[src/rtl/assert_macros.svh]
// Assertion helpers shared by the RTL. Every check is clocked on a rising
// edge and is switched off while the synchronous reset is held.
`ifndef ASSERT_MACROS_SVH
`define ASSERT_MACROS_SVH

// An implication or expression that must hold at every clock edge.
`define ASSERT_CLK(label, clk, rst_n, prop) \
    label: assert property (@(posedge clk) disable iff (!(rst_n)) (prop)) \
        else $error("assertion failed");

// A condition that must never be seen at a clock edge.
`define ASSERT_NEVER(label, clk, rst_n, cond) \
    label: assert property (@(posedge clk) disable iff (!(rst_n)) !(cond)) \
        else $error("forbidden condition seen");

`endif

[src/rtl/cfs_pkg.sv]
package cfs_pkg;

    // Default coordinate width of the position and view fields.
    localparam int COORD_WIDTH_DEF = 16;

    // Width of the geometry registers and of the axis enable register.
    localparam int CFG_WIDTH      = 15;
    localparam int AXIS_EN_WIDTH  = 3;
    localparam int REG_IDX_WIDTH  = 3;

    typedef logic [REG_IDX_WIDTH-1:0] t_reg_idx;
    typedef logic [CFG_WIDTH-1:0]     t_cfg;
    typedef logic [AXIS_EN_WIDTH-1:0] t_axis_en;

    // Register map.
    localparam t_reg_idx REG_VIEW_WIDTH   = 3'd0;
    localparam t_reg_idx REG_VIEW_HEIGHT  = 3'd1;
    localparam t_reg_idx REG_MARGIN_X     = 3'd2;
    localparam t_reg_idx REG_MARGIN_Y     = 3'd3;
    localparam t_reg_idx REG_WORLD_WIDTH  = 3'd4;
    localparam t_reg_idx REG_WORLD_HEIGHT = 3'd5;
    localparam t_reg_idx REG_WORLD_DEPTH  = 3'd6;
    localparam t_reg_idx REG_AXIS_ENABLE  = 3'd7;

    // Register values after reset.
    localparam t_cfg     RST_VIEW_WIDTH   = 15'd320;
    localparam t_cfg     RST_VIEW_HEIGHT  = 15'd240;
    localparam t_cfg     RST_MARGIN_X     = 15'd160;
    localparam t_cfg     RST_MARGIN_Y     = 15'd120;
    localparam t_cfg     RST_WORLD_WIDTH  = 15'd320;
    localparam t_cfg     RST_WORLD_HEIGHT = 15'd240;
    localparam t_cfg     RST_WORLD_DEPTH  = 15'd0;
    localparam t_axis_en RST_AXIS_ENABLE  = 3'b111;

    // Bit positions in the axis enable register.
    localparam int AXIS_X = 0;
    localparam int AXIS_Y = 1;
    localparam int AXIS_Z = 2;

endpackage

[src/rtl/camera_follow_scroll.sv]
// Dead-zone camera follow. Each beat on the input channel carries the
// followed object's position and the current view origin; the block returns
// one beat holding the scroll increment for x, y and z and a move flag. An
// axis only scrolls when the object leaves the dead zone (margin_x/margin_y
// from the view edges, the view origin itself for z) while moving outward,
// judged from the position of the previous frame. The very first frame after
// reset snaps toward the object and clamps at the far map edge; later frames
// drop any increment that would carry the view off the map. Increments
// saturate to COORD_WIDTH+1 bits; move_request reflects the values before
// map-edge cancelling. With every axis disabled the result is all zero and
// the frame is not recorded. Each beat passes through one input register,
// one pass of per-axis compare and add logic, and the result register. A
// new beat is taken every cycle, also while a result waits to be taken, as
// long as the input register can move on; only the last-position registers
// are fed back, so nothing limits the rate below one beat per cycle. The
// registers are written through the configuration channel, always ready;
// the user must write only while no beat is in flight, which is unchecked.
module camera_follow_scroll
    import cfs_pkg::*;
#(
    parameter int COORD_WIDTH = COORD_WIDTH_DEF
) (
    input  logic                   i_clk,
    input  logic                   i_rst_n,

    input  logic                   i_cfg_valid,
    output logic                   o_cfg_ready,
    input  logic [REG_IDX_WIDTH-1:0] i_cfg_index,
    input  logic [CFG_WIDTH-1:0]   i_cfg_data,

    input  logic                   i_in_valid,
    output logic                   o_in_ready,
    input  logic signed [COORD_WIDTH-1:0] i_target_x,
    input  logic signed [COORD_WIDTH-1:0] i_target_y,
    input  logic signed [COORD_WIDTH-1:0] i_target_z,
    input  logic signed [COORD_WIDTH-1:0] i_view_x,
    input  logic signed [COORD_WIDTH-1:0] i_view_y,
    input  logic signed [COORD_WIDTH-1:0] i_view_z,

    output logic                   o_out_valid,
    input  logic                   i_out_ready,
    output logic signed [COORD_WIDTH:0] o_step_x,
    output logic signed [COORD_WIDTH:0] o_step_y,
    output logic signed [COORD_WIDTH:0] o_step_z,
    output logic                   o_move_request
);

`include "assert_macros.svh"

    // Internal arithmetic width: room for a coordinate or a register value
    // plus a few sums of them without overflow.
    localparam int BASE_W = (COORD_WIDTH > CFG_WIDTH) ? COORD_WIDTH : CFG_WIDTH;
    localparam int EW     = BASE_W + 4;
    localparam int SW     = COORD_WIDTH + 1;

    typedef logic signed [EW-1:0] t_wide;

    // Raw increment of one axis and whether it would leave the map.
    typedef struct packed {
        t_wide raw;
        logic  cancel;
    } t_axis;

    localparam t_wide SAT_HI = {{(EW-COORD_WIDTH){1'b0}}, {COORD_WIDTH{1'b1}}};
    localparam t_wide SAT_LO = {{(EW-COORD_WIDTH){1'b1}}, {COORD_WIDTH{1'b0}}};

    function automatic t_wide sext(input logic [COORD_WIDTH-1:0] v);
        return {{(EW-COORD_WIDTH){v[COORD_WIDTH-1]}}, v};
    endfunction

    function automatic t_wide zext(input logic [CFG_WIDTH-1:0] v);
        return {{(EW-CFG_WIDTH){1'b0}}, v};
    endfunction

    function automatic logic [SW-1:0] sat(input t_wide v);
        logic [SW-1:0] res;
        if (v > SAT_HI) begin
            res = SAT_HI[SW-1:0];
        end else if (v < SAT_LO) begin
            res = SAT_LO[SW-1:0];
        end else begin
            res = v[SW-1:0];
        end
        return res;
    endfunction

    // Planar axis. The first-frame clamp sp + inc + sw > mw reduces to
    // pos + u > mw, and the view origin after a step is computed straight
    // from the target position, so the checks run side by side.
    function automatic t_axis plane_step(input t_wide pos, input t_wide sp,
                                         input t_wide sw, input t_wide u,
                                         input t_wide mw, input logic up,
                                         input logic dn, input logic seen);
        t_axis res;
        t_wide rel;
        t_wide lim;
        t_wide np;
        rel        = pos - sp;
        lim        = sw - u;
        np         = sp;
        res.raw    = '0;
        res.cancel = 1'b0;
        if (!seen) begin
            if (rel > lim) begin
                if (pos + u > mw) begin
                    res.raw = mw - sw - sp;
                end else begin
                    res.raw = rel - lim;
                end
            end
        end else begin
            if (rel > lim && up && sp < mw - sw) begin
                res.raw = rel - lim;
                np      = pos - lim;
            end
            if (rel < u && dn && sp > 0) begin
                res.raw = rel - u;
                np      = pos - u;
            end
            res.cancel = (np > mw - sw) || (np < 0);
        end
        return res;
    endfunction

    // Depth axis: no dead zone, the view origin follows the target itself.
    function automatic t_axis depth_step(input t_wide pos, input t_wide sp,
                                         input t_wide md, input logic up,
                                         input logic dn, input logic seen);
        t_axis res;
        t_wide rel;
        t_wide np;
        rel        = pos - sp;
        np         = sp;
        res.raw    = '0;
        res.cancel = 1'b0;
        if (!seen) begin
            if (rel > 0) begin
                if (pos > md) begin
                    res.raw = md - sp;
                end else begin
                    res.raw = rel;
                end
            end
        end else begin
            if (rel > 0 && up && sp < md) begin
                res.raw = rel;
                np      = pos;
            end
            if (rel < 0 && dn && sp > 0) begin
                res.raw = rel;
                np      = pos;
            end
            res.cancel = (np > md) || (np < 0);
        end
        return res;
    endfunction

    // Configuration registers.
    t_cfg     r_view_width;
    t_cfg     r_view_height;
    t_cfg     r_margin_x;
    t_cfg     r_margin_y;
    t_cfg     r_world_width;
    t_cfg     r_world_height;
    t_cfg     r_world_depth;
    t_axis_en r_axis_enable;

    // Input stage.
    logic                          r_in_vld;
    logic signed [COORD_WIDTH-1:0] r_tx;
    logic signed [COORD_WIDTH-1:0] r_ty;
    logic signed [COORD_WIDTH-1:0] r_tz;
    logic signed [COORD_WIDTH-1:0] r_vx;
    logic signed [COORD_WIDTH-1:0] r_vy;
    logic signed [COORD_WIDTH-1:0] r_vz;

    // Follow state.
    logic signed [COORD_WIDTH-1:0] r_prev_x;
    logic signed [COORD_WIDTH-1:0] r_prev_y;
    logic signed [COORD_WIDTH-1:0] r_prev_z;
    logic                          r_seen;

    // Result stage.
    logic          r_out_vld;
    logic [SW-1:0] r_step_x;
    logic [SW-1:0] r_step_y;
    logic [SW-1:0] r_step_z;
    logic          r_move;

    logic          in_fire;
    logic          out_free;
    logic          adv;
    logic          any_en;
    logic          up_x;
    logic          dn_x;
    logic          up_y;
    logic          dn_y;
    logic          up_z;
    logic          dn_z;
    t_axis         ax_x;
    t_axis         ax_y;
    t_axis         ax_z;
    logic          n_move;
    logic [SW-1:0] n_step_x;
    logic [SW-1:0] n_step_y;
    logic [SW-1:0] n_step_z;

    // The result register frees up in the same cycle it is taken, so the
    // input register moves on whenever the output side accepts.
    assign out_free    = !r_out_vld || i_out_ready;
    assign adv         = r_in_vld && out_free;
    assign o_in_ready  = !r_in_vld || out_free;
    assign in_fire     = i_in_valid && o_in_ready;
    assign o_cfg_ready = 1'b1;

    assign any_en = |r_axis_enable;

    // Direction of travel relative to the last recorded frame.
    assign up_x = r_seen && (r_tx > r_prev_x);
    assign dn_x = r_seen && (r_tx < r_prev_x);
    assign up_y = r_seen && (r_ty > r_prev_y);
    assign dn_y = r_seen && (r_ty < r_prev_y);
    assign up_z = r_seen && (r_tz > r_prev_z);
    assign dn_z = r_seen && (r_tz < r_prev_z);

    always_comb begin
        ax_x = '0;
        ax_y = '0;
        ax_z = '0;
        if (r_axis_enable[AXIS_X]) begin
            ax_x = plane_step(sext(r_tx), sext(r_vx), zext(r_view_width),
                              zext(r_margin_x), zext(r_world_width),
                              up_x, dn_x, r_seen);
        end
        if (r_axis_enable[AXIS_Y]) begin
            ax_y = plane_step(sext(r_ty), sext(r_vy), zext(r_view_height),
                              zext(r_margin_y), zext(r_world_height),
                              up_y, dn_y, r_seen);
        end
        if (r_axis_enable[AXIS_Z]) begin
            ax_z = depth_step(sext(r_tz), sext(r_vz), zext(r_world_depth),
                              up_z, dn_z, r_seen);
        end
    end

    // A zero raw increment reads as zero whether cancelled or not, so the
    // cancel flag can be applied without looking at the move flag.
    always_comb begin
        n_move   = (ax_x.raw != '0) || (ax_y.raw != '0) || (ax_z.raw != '0);
        n_step_x = ax_x.cancel ? '0 : sat(ax_x.raw);
        n_step_y = ax_y.cancel ? '0 : sat(ax_y.raw);
        n_step_z = ax_z.cancel ? '0 : sat(ax_z.raw);
    end

    // Configuration writes.
    always_ff @(posedge i_clk) begin
        if (!i_rst_n) begin
            r_view_width   <= RST_VIEW_WIDTH;
            r_view_height  <= RST_VIEW_HEIGHT;
            r_margin_x     <= RST_MARGIN_X;
            r_margin_y     <= RST_MARGIN_Y;
            r_world_width  <= RST_WORLD_WIDTH;
            r_world_height <= RST_WORLD_HEIGHT;
            r_world_depth  <= RST_WORLD_DEPTH;
            r_axis_enable  <= RST_AXIS_ENABLE;
        end else if (i_cfg_valid && o_cfg_ready) begin
            unique case (i_cfg_index)
                REG_VIEW_WIDTH:   r_view_width   <= i_cfg_data;
                REG_VIEW_HEIGHT:  r_view_height  <= i_cfg_data;
                REG_MARGIN_X:     r_margin_x     <= i_cfg_data;
                REG_MARGIN_Y:     r_margin_y     <= i_cfg_data;
                REG_WORLD_WIDTH:  r_world_width  <= i_cfg_data;
                REG_WORLD_HEIGHT: r_world_height <= i_cfg_data;
                REG_WORLD_DEPTH:  r_world_depth  <= i_cfg_data;
                REG_AXIS_ENABLE:  r_axis_enable  <= i_cfg_data[AXIS_EN_WIDTH-1:0];
                default: ;
            endcase
        end
    end

    // Control state: stage valids and the follow state.
    always_ff @(posedge i_clk) begin
        if (!i_rst_n) begin
            r_in_vld  <= 1'b0;
            r_out_vld <= 1'b0;
            r_prev_x  <= '0;
            r_prev_y  <= '0;
            r_prev_z  <= '0;
            r_seen    <= 1'b0;
        end else begin
            if (in_fire) begin
                r_in_vld <= 1'b1;
            end else if (adv) begin
                r_in_vld <= 1'b0;
            end
            if (adv) begin
                r_out_vld <= 1'b1;
            end else if (i_out_ready) begin
                r_out_vld <= 1'b0;
            end
            // A frame with every axis disabled leaves no trace.
            if (adv && any_en) begin
                r_prev_x <= r_tx;
                r_prev_y <= r_ty;
                r_prev_z <= r_tz;
                r_seen   <= 1'b1;
            end
        end
    end

    // Payload registers.
    always_ff @(posedge i_clk) begin
        if (in_fire) begin
            r_tx <= i_target_x;
            r_ty <= i_target_y;
            r_tz <= i_target_z;
            r_vx <= i_view_x;
            r_vy <= i_view_y;
            r_vz <= i_view_z;
        end
        if (adv) begin
            r_step_x <= n_step_x;
            r_step_y <= n_step_y;
            r_step_z <= n_step_z;
            r_move   <= n_move;
        end
    end

    assign o_out_valid    = r_out_vld;
    assign o_step_x       = r_step_x;
    assign o_step_y       = r_step_y;
    assign o_step_z       = r_step_z;
    assign o_move_request = r_move;

    // Once a frame has been recorded the first-frame rule never returns.
    `ASSERT_CLK(a_seen_sticky, i_clk, i_rst_n, r_seen |=> r_seen)

    // Input is only held off when both stages are occupied.
    `ASSERT_CLK(a_stall_full, i_clk, i_rst_n, !o_in_ready |-> (r_in_vld && r_out_vld))

    // Without a move request every increment must be zero.
    `ASSERT_NEVER(a_step_without_move, i_clk, i_rst_n,
        o_out_valid && !o_move_request &&
        (o_step_x != '0 || o_step_y != '0 || o_step_z != '0))

endmodule

[config.mk]
export PLATFORM = sky130hd
export DESIGN_NAME = camera_follow_scroll
export DESIGN_NICKNAME = d
export VERILOG_FILES = /design/src/rtl/cfs_pkg.sv /design/src/rtl/camera_follow_scroll.sv
export VERILOG_INCLUDE_DIRS = /design/src /design/src/rtl
export SDC_FILE = /design/constraint.sdc
export NUM_CORES = 2
export LEC_CHECK = 0
export ABC_AREA = 0
export ABC_CLOCK_PERIOD_IN_PS = 8620
export CAP_MARGIN = 20
export CORE_MARGIN = 2
export CORE_UTILIZATION = 45
export CTS_CLUSTER_SIZE = 40
export DETAILED_ROUTE_END_ITERATION = 12
export DONT_BUFFER_PORTS = 1
export MAX_ROUTING_LAYER = met4
export PLACE_DENSITY_LB_ADDON = 0.05
export SETUP_SLACK_MARGIN = 0.2
export SLEW_MARGIN = 20
export SYNTH_ARGS = -nofsm -noshare
export SYNTH_HDL_FRONTEND = slang
export SYNTH_SLANG_ARGS = --single-unit
[constraint.sdc]
create_clock -name i_clk -period 8.62 [get_ports i_clk]
set_input_delay 1.293 -clock i_clk [delete_from_list [all_inputs] [get_ports i_clk]]
set_output_delay 1.293 -clock i_clk [all_outputs]
set_load 0.005 [all_outputs]
==> flow_summary.yaml <==
sta:
  finalHoldViolations: 0
  tightest_slew_ns: 1.12
  setup_viol: 0
  maxSlewViolCount: 0
  finClkSkew_ns: 0.0169
  rsz0062_at_grt: "true"
  max_freq_mhz: 126
  slew_headroom_pct: 24.4
  fin_crit_ns: 7.94
  period_share_pct: 92.1
  tns_ns: 0
critical_path:
  slowest_delay_ns: 0.41
  critPathKind: "reg -> reg"
  startpoint: "r_view_height[0]$_SDFFE_PN0P_"
  worst_path_max_delay_cell: "a2111oi_4"
  path_max_fanout: 8
  arrival_ns: 8.38
  start_kind: "flop"
  worstReg2RegEnd: "o_step_y[8]$_SDFFCE_PP0P_"
  worstReg2RegStart: "r_view_height[0]$_SDFFE_PN0P_"
  r2r_slack_ns: 0.68
  crit_end: "o_step_y[8]$_SDFFCE_PP0P_"
  required_ns: 9.06
  reg2reg_depth: 41
  critPathMostFrequentCell: "o21a_1"
  crit_path_end_kind: "flop"
drt:
  avgViaCountPerCell: 5.88
  drc_errors: 0
  vias: 28800
  drt-total-wl_um: 114000
  drtIter0Drc: 2597
  drt-pass1-iter-count: 6
  wl_per_cell_um: 23.3
  ant_nets: 0
logic_synthesis:
  ys_seq_area_share_pct: 23.9
  synthArstFlopShare_pct: 0
  netlist_area_um2: 31900
  yosysTopAreaCell: "ha_1"
  synth_edf_count: 148
  ys_warn_count: 0
  ys_top_cells_by_count: "nand2_1, ha_1, inv_1"
  ys_seq_elements: 307
  syn_nets: 4537
  synth_top_area_share_pct: 17.7
  syn_inst: 3948
  synth.most_common_cell: "nand2_1"
  syn_area_per_cell_um2: 8.08
  yosys-top-cells-area: "ha_1, edfxtp_1, dfxtp_1"
  ys_types: 119
  synthFlopType: "dfxtp_1"
clocking:
  cts_buffers: 40
  insertion_delay_ns: 0.58
  clkTransAtPathRegs_ns: 0.06
  cts_sinks: 307
  cts_tree: "yes"
  clockBufferDepth: 3
  cts_root_buffer: "clkbuf_16"
  cts_max_level: 2
  cts_setup_buffers: 0
power_and_ir_drop:
  power_density_nw_per_um2: 198
  intPower_uw: 3990
  ir_drop_mv: 0.167
  pwr-share-clk_pct: 25.8
  p_leak_uw: 0.0138
  p_sw_share_pct: 41.6
  p_comb_share_pct: 48.3
  seqPwrFrac_pct: 26.0
  p_switching_uw: 2840
die:
  core-area_um2: 70100
  die_x_um: 270
  rows: 97
  num_io_pins: 174
  die_h_um: 270
  dieArea_um2: 73000
  initial_utilization_pct: 45.5
final_layout:
  area_growth_pct: 8.02
  post-route-util_pct: 49.1
  nets: 4509
  layout-drive-gt1-share_pct: 5.77
min_path:
  min-delay-path-class: "reg -> reg"
  hold_depth: 2
placed_design:
  dp_hpwl_um: 92200
  port_buffers: 0
  gp_congestion: 0.990
global_routing:
  grt_start_max_net_pins: 160
  grt-ovfl-total: 0
  grt_use_total_pct: 31.1
  grt_pass1_vias: 26400
  grt_pass1_wl_um: 168000
  antenna_found_initial: 2
outcome:
  status: "finished, final reports clean"
job:
  drv_cap: 0
power groups by stage:
stage	clock, µW	combinational (µW)	sequential [µW]
finish	1760	3300	1770
global route	1850	3600	1780
CTS	1800	3200	1770
detailed placement	0	3170	1800
global placement	0	3200	1800
floorplan	0	2340	1760
how the worst min path moves through the flow:
stage | startpoint | to | slack (ns)
after floorplan | r_prev_x[10]$_SDFFE_PN0P_ | r_prev_x[10]$_SDFFE_PN0P_ | 0.44
after global placement | r_prev_y[3]$_SDFFE_PN0P_ | r_prev_y[3]$_SDFFE_PN0P_ | 0.45
after detailed placement | r_prev_z[9]$_SDFFE_PN0P_ | r_prev_z[9]$_SDFFE_PN0P_ | 0.46
after CTS | r_prev_z[9]$_SDFFE_PN0P_ | r_prev_z[9]$_SDFFE_PN0P_ | 0.46
after global routing | r_prev_z[7]$_SDFFE_PN0P_ | r_prev_z[7]$_SDFFE_PN0P_ | 0.48
final | r_prev_x[3]$_SDFFE_PN0P_ | r_prev_x[3]$_SDFFE_PN0P_ | 0.46
what timing repair did:
item                       in CTS  in global routing
gates resized for setup         0                 27
setup endpoints to repair       0                 34
hold buffers                    0                  0
area by class of cell:
| type | count | area (µm²) |
|---|---|---|
| diodes | 2 | 5.00 |
| clock inverters | 16 | 186 |
| flip-flops and latches | 307 | 7630 |
| multi-input cells | 3181 | 22600 |
| repair buffers | 44 | 350 |
| well taps | 940 | 1180 |
| clock buffers | 57 | 1190 |
| inverters | 346 | 1300 |
| fillers | 6947 | 35700 |
registers in the layout (all words and copies together) (netlist names), 3 cells and up:
name,count
o_step_x,17
o_step_y,17
o_step_z,17
r_prev_x,16
r_prev_y,16
r_prev_z,16
r_tx,16
r_ty,16
r_tz,16
r_vx,16
r_vy,16
r_vz,16
r_margin_x,15
r_margin_y,15
r_view_height,15
r_view_width,15
r_world_depth,15
r_world_height,15
r_world_width,15
r_axis_enable,3
through the flow:
step	hold slack (ns)	setup slack, ns	power, µW	cell area [µm²]	cells
global route	0.478	0.179	7230	34400	4892
global placement	0.450	0.517	5000	32900	4815
detailed placement	0.456	0.465	4980	32900	4815
floorplan	0.443	1.17	4100	31900	3948
finish	0.460	0.682	6830	34400	4893
CTS	0.464	0.334	6770	34300	4888
cell families (layout without fill, tap and decap cells):
logic type | after synthesis | count (layout) | synth area share [%]
AOI/OAI and AO/OA | 1190 | 1192 | 25.5
muxes | 37 | 37 | 1.19
xor gates and xnor gates | 214 | 214 | 5.88
DFF | 307 | 307 | 23.9
other | 1 | 3 | 0.0118
and+or+nand+nor | 1262 | 1262 | 18.7
adders and majority gates | 475 | 475 | 19.1
buffers and inverters | 462 | 463 | 5.68
placed cells by master, fill, tap and decap left out, types with 12 or more instances in the layout:
cell type	Yosys	final
o31a_1	16	15
and2_1	16	15
a21o_1	77	77
nand2b_1	68	68
xor2_1	75	75
a21boi_0	168	166
a31oi_1	22	20
nor3_1	69	68
o211ai_1	53	53
or3_1	29	29
nand2_1	472	472
buf_4	8	43
nand4_1	38	38
xnor2_1	139	139
nor2b_1	73	72
a211o_1	13	13
o21bai_1	31	31
or2_2	17	17
mux2i_1	29	29
fa_1	20	20
o22ai_1	12	12
and3_1	18	18
nor2_1	284	282
edfxtp_1	148	148
o221ai_1	14	14
ha_1	450	449
nor4_1	30	30
o21ai_0	205	196
inv_1	345	344
o21a_1	64	64
dfxtp_1	159	158
a211oi_1	33	33
o31ai_1	19	18
o21ai_1	9	15
a21oi_1	290	283
a21oi_2	7	14
clkbuf_16	0	42
nand3_1	78	78
layer usage:
layer	routed length [µm]	part of all wire, %	GRT usage, %
met1	54900	48	45.3
met2	47900	42	45.4
met4	2530	2.2	6.63
met5	0	0	-
met3	8460	7.4	4.37
critical path, delay by kind of cell (launching register included):
family	cells	cell delay, ns
simple gates	5	0.56
fa+ha+maj	4	1.21
mux	1	0.26
flops	1	0.37
compound gates	29	5.14
xor+xnor	1	0.19
buf+inv	1	0.06
No activity file was read; power rests on OpenSTA's default activity.
